[src/rtl/assert_macros.svh]
// Assertion macros shared by the RTL. Each one samples on clk and is
// disabled while rst_n is low.
`ifndef ASSERT_MACROS_SVH
`define ASSERT_MACROS_SVH

// The consequent must hold in the same cycle as the antecedent.
`define ASSERT_SAME(lbl, ante, cons) \
  lbl: assert property (@(posedge clk) disable iff (!rst_n) (ante) |-> (cons)) \
    else $error("assertion failed");

// The consequent must hold in the cycle after the antecedent.
`define ASSERT_NEXT(lbl, ante, cons) \
  lbl: assert property (@(posedge clk) disable iff (!rst_n) (ante) |=> (cons)) \
    else $error("assertion failed");

`endif

[src/rtl/spq_pkg.sv]
package spq_pkg;

  localparam int PRI_W    = 16;
  localparam int DATA_W   = 32;
  localparam int FILL_W   = 5;
  localparam int STATUS_W = 2;

  typedef enum logic {
    OP_INSERT = 1'b0,
    OP_REMOVE = 1'b1
  } op_t;

  typedef enum logic [STATUS_W-1:0] {
    ST_OK    = 2'd0,
    ST_FULL  = 2'd1,
    ST_EMPTY = 2'd2
  } status_t;

  typedef struct packed {
    logic [PRI_W-1:0]         pri;
    logic signed [DATA_W-1:0] data;
  } entry_t;

  typedef struct packed {
    logic   ins;
    logic   rem;
    entry_t new_entry;
  } cell_ctrl_t;

endpackage

[src/rtl/spq_cell.sv]
module spq_cell (
  input  logic               clk,
  input  spq_pkg::cell_ctrl_t ctrl,
  input  logic               valid,
  input  logic               left_take,
  input  spq_pkg::entry_t    left_entry,
  input  spq_pkg::entry_t    right_entry,
  output logic               take,
  output spq_pkg::entry_t    entry
);

  spq_pkg::entry_t entry_r;
  spq_pkg::entry_t entry_nxt;

  // A cell takes part in an insert when it is empty or holds a larger priority;
  // the first such cell loads the new entry, the ones after it shift right.
  assign take  = !valid || (entry_r.pri > ctrl.new_entry.pri);
  assign entry = entry_r;

  always_comb begin
    entry_nxt = entry_r;
    priority if (ctrl.ins && take && left_take) begin
      entry_nxt = left_entry;
    end else if (ctrl.ins && take) begin
      entry_nxt = ctrl.new_entry;
    end else if (ctrl.rem) begin
      entry_nxt = right_entry;
    end
  end

  always_ff @(posedge clk) begin
    entry_r <= entry_nxt;
  end

endmodule

[src/rtl/sorted_priority_queue.sv]
// Channel   Direction  tdata                                         tuser
// in_       slave      priority_req[15:0], payload[47:16]            op
// out_      master     out_priority[15:0], out_payload[47:16],       status[1:0]
//                      fill_level[52:48], zero[55:53]
//
// The row of cells updates on the clock edge that accepts a beat.
// The result is held in an output register and appears the cycle after acceptance.
// A new beat is taken whenever the output register is empty or being drained.
// Reset is synchronous and active low; it empties the queue and the output register.
// out_tready low stalls the input once a result is waiting.
`include "assert_macros.svh"

module sorted_priority_queue #(
  parameter int DEPTH = 16
) (
  input  logic        clk,
  input  logic        rst_n,
  input  logic        in_tvalid,
  output logic        in_tready,
  input  logic [47:0] in_tdata,   // priority_req, payload
  input  logic        in_tuser,   // op
  output logic        out_tvalid,
  input  logic        out_tready,
  output logic [55:0] out_tdata,  // out_priority, out_payload, fill_level, zero pad
  output logic [1:0]  out_tuser   // status
);

  localparam int CW = $clog2(DEPTH + 1);

  logic [CW-1:0]          count_r;
  logic [CW-1:0]          count_nxt;
  logic                   out_valid_r;
  logic                   out_valid_nxt;
  spq_pkg::status_t       status_r;
  spq_pkg::status_t       status_nxt;
  spq_pkg::entry_t        head_r;
  spq_pkg::entry_t        head_nxt;
  logic [spq_pkg::FILL_W-1:0] fill_r;
  logic [spq_pkg::FILL_W-1:0] fill_nxt;
  logic [CW+spq_pkg::FILL_W-1:0] count_ext;

  logic                   accept;
  logic                   is_ins;
  logic                   full;
  logic                   empty;
  spq_pkg::cell_ctrl_t    ctrl;

  logic [DEPTH-1:0]       cell_valid;
  logic [DEPTH-1:0]       cell_take;
  spq_pkg::entry_t        cell_entry [DEPTH];

  assign in_tready = !out_valid_r || out_tready;
  assign accept    = in_tvalid && in_tready;
  assign is_ins    = (spq_pkg::op_t'(in_tuser) == spq_pkg::OP_INSERT);
  assign full      = (count_r == CW'(DEPTH));
  assign empty     = (count_r == '0);

  assign ctrl.ins            = accept && is_ins && !full;
  assign ctrl.rem            = accept && !is_ins && !empty;
  assign ctrl.new_entry.pri  = in_tdata[15:0];
  assign ctrl.new_entry.data = in_tdata[47:16];

  genvar i;
  generate
    for (i = 0; i < DEPTH; i++) begin : g_cell
      localparam logic [CW-1:0] IDX = CW'(i);
      logic            left_take;
      spq_pkg::entry_t left_entry;
      spq_pkg::entry_t right_entry;

      assign cell_valid[i] = (IDX < count_r);

      if (i == 0) begin : g_first
        assign left_take  = 1'b0;
        assign left_entry = ctrl.new_entry;
      end else begin : g_mid
        assign left_take  = cell_take[i-1];
        assign left_entry = cell_entry[i-1];
      end

      if (i == DEPTH - 1) begin : g_last
        assign right_entry = cell_entry[i];
      end else begin : g_inner
        assign right_entry = cell_entry[i+1];
      end

      spq_cell u_cell (
        .clk         (clk),
        .ctrl        (ctrl),
        .valid       (cell_valid[i]),
        .left_take   (left_take),
        .left_entry  (left_entry),
        .right_entry (right_entry),
        .take        (cell_take[i]),
        .entry       (cell_entry[i])
      );
    end
  endgenerate

  always_comb begin
    count_nxt = count_r;
    if (ctrl.ins) begin
      count_nxt = count_r + CW'(1);
    end else if (ctrl.rem) begin
      count_nxt = count_r - CW'(1);
    end
    count_ext = {{spq_pkg::FILL_W{1'b0}}, count_nxt};
    fill_nxt  = count_ext[spq_pkg::FILL_W-1:0];

    out_valid_nxt = out_valid_r;
    status_nxt    = status_r;
    head_nxt      = head_r;
    if (accept) begin
      out_valid_nxt = 1'b1;
      head_nxt      = '0;
      status_nxt    = spq_pkg::ST_OK;
      priority if (is_ins && full) begin
        status_nxt = spq_pkg::ST_FULL;
      end else if (!is_ins && empty) begin
        status_nxt = spq_pkg::ST_EMPTY;
      end else if (!is_ins) begin
        head_nxt = cell_entry[0];
      end
    end else if (out_tready) begin
      out_valid_nxt = 1'b0;
    end
  end

  always_ff @(posedge clk) begin
    if (!rst_n) begin
      count_r     <= '0;
      out_valid_r <= 1'b0;
    end else begin
      count_r     <= count_nxt;
      out_valid_r <= out_valid_nxt;
    end
  end

  always_ff @(posedge clk) begin
    status_r <= status_nxt;
    head_r   <= head_nxt;
    if (accept) begin
      fill_r <= fill_nxt;
    end
  end

  assign out_tvalid = out_valid_r;
  assign out_tuser  = status_r;
  assign out_tdata  = {3'b000, fill_r, head_r.data, head_r.pri};

  `ASSERT_SAME(a_count_bound, 1'b1, count_r <= CW'(DEPTH))
  `ASSERT_NEXT(a_full_reject, accept && is_ins && full,
               out_tuser == spq_pkg::ST_FULL && count_r == CW'(DEPTH))
  `ASSERT_NEXT(a_empty_remove, accept && !is_ins && empty,
               out_tuser == spq_pkg::ST_EMPTY && count_r == '0)
  `ASSERT_NEXT(a_insert_grows, ctrl.ins, count_r == $past(count_r) + CW'(1))

endmodule

[config.mk]
export PLATFORM = sky130hd
export DESIGN_NAME = sorted_priority_queue
export DESIGN_NICKNAME = d
export VERILOG_FILES = /design/src/rtl/spq_pkg.sv /design/src/rtl/spq_cell.sv /design/src/rtl/sorted_priority_queue.sv
export VERILOG_INCLUDE_DIRS = /design/src /design/src/rtl
export SDC_FILE = /design/constraint.sdc
export NUM_CORES = 2
export LEC_CHECK = 0
export ABC_AREA = 0
export BUFFER_PORTS_ARGS = -buffer_cell sky130_fd_sc_hd__buf_2
export CORE_MARGIN = 3
export CORE_UTILIZATION = 50
export CTS_BUF_LIST = sky130_fd_sc_hd__clkbuf_8
export DETAILED_ROUTE_END_ITERATION = 6
export PLACE_DENSITY = 0.75
export SLEW_MARGIN = 20
export SYNTH_ARGS = -nofsm -noshare
export SYNTH_HDL_FRONTEND = slang
export SYNTH_HIERARCHICAL = 1
export SYNTH_SLANG_ARGS = --single-unit
[constraint.sdc]
create_clock -name clk -period 8.4 [get_ports clk]
set_clock_uncertainty 0.05 [all_clocks]
set_input_delay 0.84 -clock clk [delete_from_list [all_inputs] [get_ports clk]]
set_output_delay 0.84 -clock clk [all_outputs]
set_load 0.02 [all_outputs]
== Yosys cells after proc, flatten, opt, wreduce, memory -nomap -nowiden ==
Cells that the tools add are included.

* $lt $le $gt $ge: 32
* Reductions and logical operators: 93
* Muxes and demuxes: 51
* Equality and inequality tests: 1
* Bitwise logic cells: 1
* Add/sub/neg operators: 2

{| class="wikitable"
|+ Operator list
! cell !! count
|-
| 48-bit two-way mux || 46
|-
| 16-bit greater-than comparator || 16
|-
| 3-bit nonzero test || 14
|-
| 4-bit by 5-bit < comparator with 1-bit output (first input constant) || 8
|-
| 1-bit logical AND || 38
|-
| 3-bit by 5-bit < comparator with 1-bit output (first input constant) || 4
|-
| 1-bit logical NOT || 19
|-
| 1-bit logical OR || 17
|-
| 1-bit by 5-bit < comparator with 1-bit output (first input constant) || 2
|-
| 2-bit by 5-bit < comparator with 1-bit output (first input constant) || 2
|-
| 5-bit two-way mux || 2
|-
| 2-bit nonzero test || 3
|-
| 5-bit by 1-bit adder with 5-bit output (second input constant) || 1
|-
| 5-bit == test (second input constant) || 1
|-
| 5-bit logical NOT || 1
|-
| 5-bit by 1-bit subtractor with 5-bit output (second input constant) || 1
|-
| 3-bit OR reduction || 1
|-
| 1-bit two-way mux || 2
|-
| 2-bit two-way mux || 1
|-
| 1-bit NOT || 1
|}

* Register bits after elaboration: 829
* Bits of input ports: 53
* Word-level logic and storage cells: 218

== Longest topological paths before layout ==
* Depth after elaboration: 8
* Mapped depth: 17
* Mapped depth without buffers: 13

== Hierarchy ==
Netlist, hierarchy kept.

{| class="wikitable"
|+ By module, submodules not included
! module !! cells each !! times used !! area an instance (sq um) !! sequential area each (sq um)
|-
| spq_cell at g_cell[0].u_cell ... || 235 || 11 || 3061.7 || 1441.4
|-
| spq_cell at g_cell[5].u_cell ... || 504 || 5 || 4802.1 || 1441.4
|-
| sorted_priority_queue || 208 || 1 || 2696.3 || 1771.7
|}

== Worst setup path after synthesis ==
No wires, ideal clock.

* Kind: register -> register
* Start point: reg count_r[0]
* End point: reg g_cell[5].u_cell.entry_r, in the netlist g_cell[5].u_cell/entry[0], enable pin
* Path slack: 3.840 ns
* Required time: 7.934 ns
* Arrival time: 4.094 ns
* Cell stages (with the launch flop): 10
* Path through: dfxtp_1 -> clkbuf_1 -> inv_1 -> ha_1 -> and4bb_4 -> nor4b_4 -> clkbuf_1 -> clkbuf_1 -> clkbuf_1 -> a311o_1

{| class="wikitable"
|+ RTL lines
! item !! RTL line !! source
|-
| from (decl) || sorted_priority_queue.sv:30 || <nowiki>logic [CW-1:0] count_r;</nowiki>
|-
| from (signal assigned) || sorted_priority_queue.sv:134 || <nowiki>count_r <= count_nxt;</nowiki>
|-
| to (signal assigned) || spq_cell.sv:32 || <nowiki>entry_r <= entry_nxt;</nowiki>
|-
| to (decl) || spq_cell.sv:12 || <nowiki>spq_pkg::entry_t entry_r;</nowiki>
|}

==> reports/metrics.yaml <==
timing:
  min_period_over_period_pct: 57.35
  hold_viol: 0
  worst_pin_slew_ns: 1.039
  fin_crit_ns: 4.817
  max_freq_mhz: 207.6
  slew_viol_final: 0
  rsz0062_at_grt: "false"
  relSlewSlack_pct: 28.92
  setup_viol: 0
  fin_tns_setup_ns: 0
logic_synthesis:
  yosys_warnings: 6
  avgSynthCellArea_um2: 11.37
  synth_area_um2: 60360
  syn_inst: 5308
worst_hold_path:
  hp-class: "in2reg"
global_routing:
  track_usage_pct: 22.92
  grt_max_degree: 127
  grt_pass1_vias: 41243
  grt_pass1_wl_mm: 234.2
  overflow: 0
  antenna_found_initial: 3
clock_tree:
  cts_resized: 0
  cts_tree: "built"
  cts_buffer_depth: 3
  worstSkewPairLatency_ns: 0.86
  post-cts-setup-buffers: 0
  clkTransAtPathRegs_ns: 0.06
  htreeDepth: 4
  cts-hold-fix-buffers: 0
  cts.sink_count: 829
  cts_made_buffers: 154
  ctsRootBufferMaster: "clkbuf_8"
placed_design:
  dp_hpwl_mm: 104.3
  gp_congestion: 0.8849
  port_buffers: 109
  place_inst: 6707
floorplan:
  num_rows: 126
  io_pins: 113
  die_w_um: 353.4
  core_um2: 118900
  die_h_um: 353.4
  dieArea_um2: 124900
  start_util_pct: 50.78
setup_path:
  end_kind: "register"
  worstPathArrival_ns: 5.24
  worst-setup-path-type: "reg2reg"
  worstSetupStartpointType: "register"
  required_ns: 8.82
  path_max_fanout: 53
final_layout:
  fillers: 10138
  layout_commonest_cell: "mux2_2"
  fin_cells: 6979
  layout.nets: 5576
  drive_above_1_share_pct: 35.80
  syn_to_final_growth_pct: 6.231
  layout_common_cells: "mux2_2 (962), edfxtp_1 (823), nand2_1 (564)"
route:
  firstDrtPassIters: 6
  drt_iter0_drc: 4759
  drt-vias-per-instance: 6.117
  drc: 0
  avgRoutedWirePerCell_um: 21.49
  wirelength_mm: 150.0
  dr_total_vias: 42691
  ant_nets: 0
job:
  cap_violations: 0
status:
  status: "completed"
pwr:
  peakVddDrop_uv: 162.9
  leakage_uw: 0.02523
  power.density_nw_per_um2: 223.9
==> registers in the layout, summed over array words and instances, names as in the netlist <==
register and count:
g_cell.u_cell/entry 768, out_tuser 2, out_tvalid 1, count_r 5, fill_r 5, out_tdata 48
==> metrics by stage <==
stage	util (%)	hold WS (ns)	instance area [µm²]	worst slack (ns)	power [µW]
after floorplan	-	0.4680	60370	3.840	9746
after global routing	53.94	0.1845	64120	3.274	15080
final	53.94	0.2152	64120	3.583	14360
after detailed placement	51.68	0.4862	61430	3.066	10800
after global placement	51.67	0.4855	61420	3.199	10610
after CTS	53.93	0.1426	64110	3.579	14380
==> metal layers <==
layer	track usage [%]	share of wire [%]
met5	0	0
met4	5.388	1.6
met3	3.869	8.5
met1	34.72	47
met2	34.05	43
==> report_power, final <==
| part | switching, µW | internal (µW) |
|---|---|---|
| clock network | 1820 | 1720 |
| logic | 2430 | 2140 |
| registers | 605 | 5630 |
| total | 4860 | 9490 |
==> area by class of cell <==
cell class | count | area, µm² | share of cell area (%)
multi-input combinational | 3836 | 32580 | 50.81
sequential | 829 | 24830 | 38.73
clock buffer | 154 | 2120 | 3.306
tap | 1600 | 2002 | 3.122
inverter | 274 | 1028 | 1.604
timing repair buffer | 168 | 1001 | 1.561
clock inverter | 116 | 553.0 | 0.8625
antenna | 2 | 5.005 | 0.007806
==> critical path: stages (launching register included) <==
cell and delay (ns):
dfxtp_1 0.55, inv_1 0.20, ha_1 0.31, and4bb_4 0.25, nor4b_4 0.41, buf_4 0.69
o311a_4 0.87, or2_2 0.48, buf_4 0.54
==> worst paths after layout <==
kind | startpoint | end | slack [ns] | depth (start not counted)
max | count_r[0] | g_cell[14].u_cell/entry[10] | 3.58 | 8
min | in_tvalid | out_tvalid | 0.22 | 2
max reg2reg | count_r[0] | g_cell[14].u_cell/entry[10] | 3.58 | 8
min reg2reg | g_cell[0].u_cell/entry[7] | out_tdata[23] | 0.49 | 1
(Power assumes the default switching activity.)
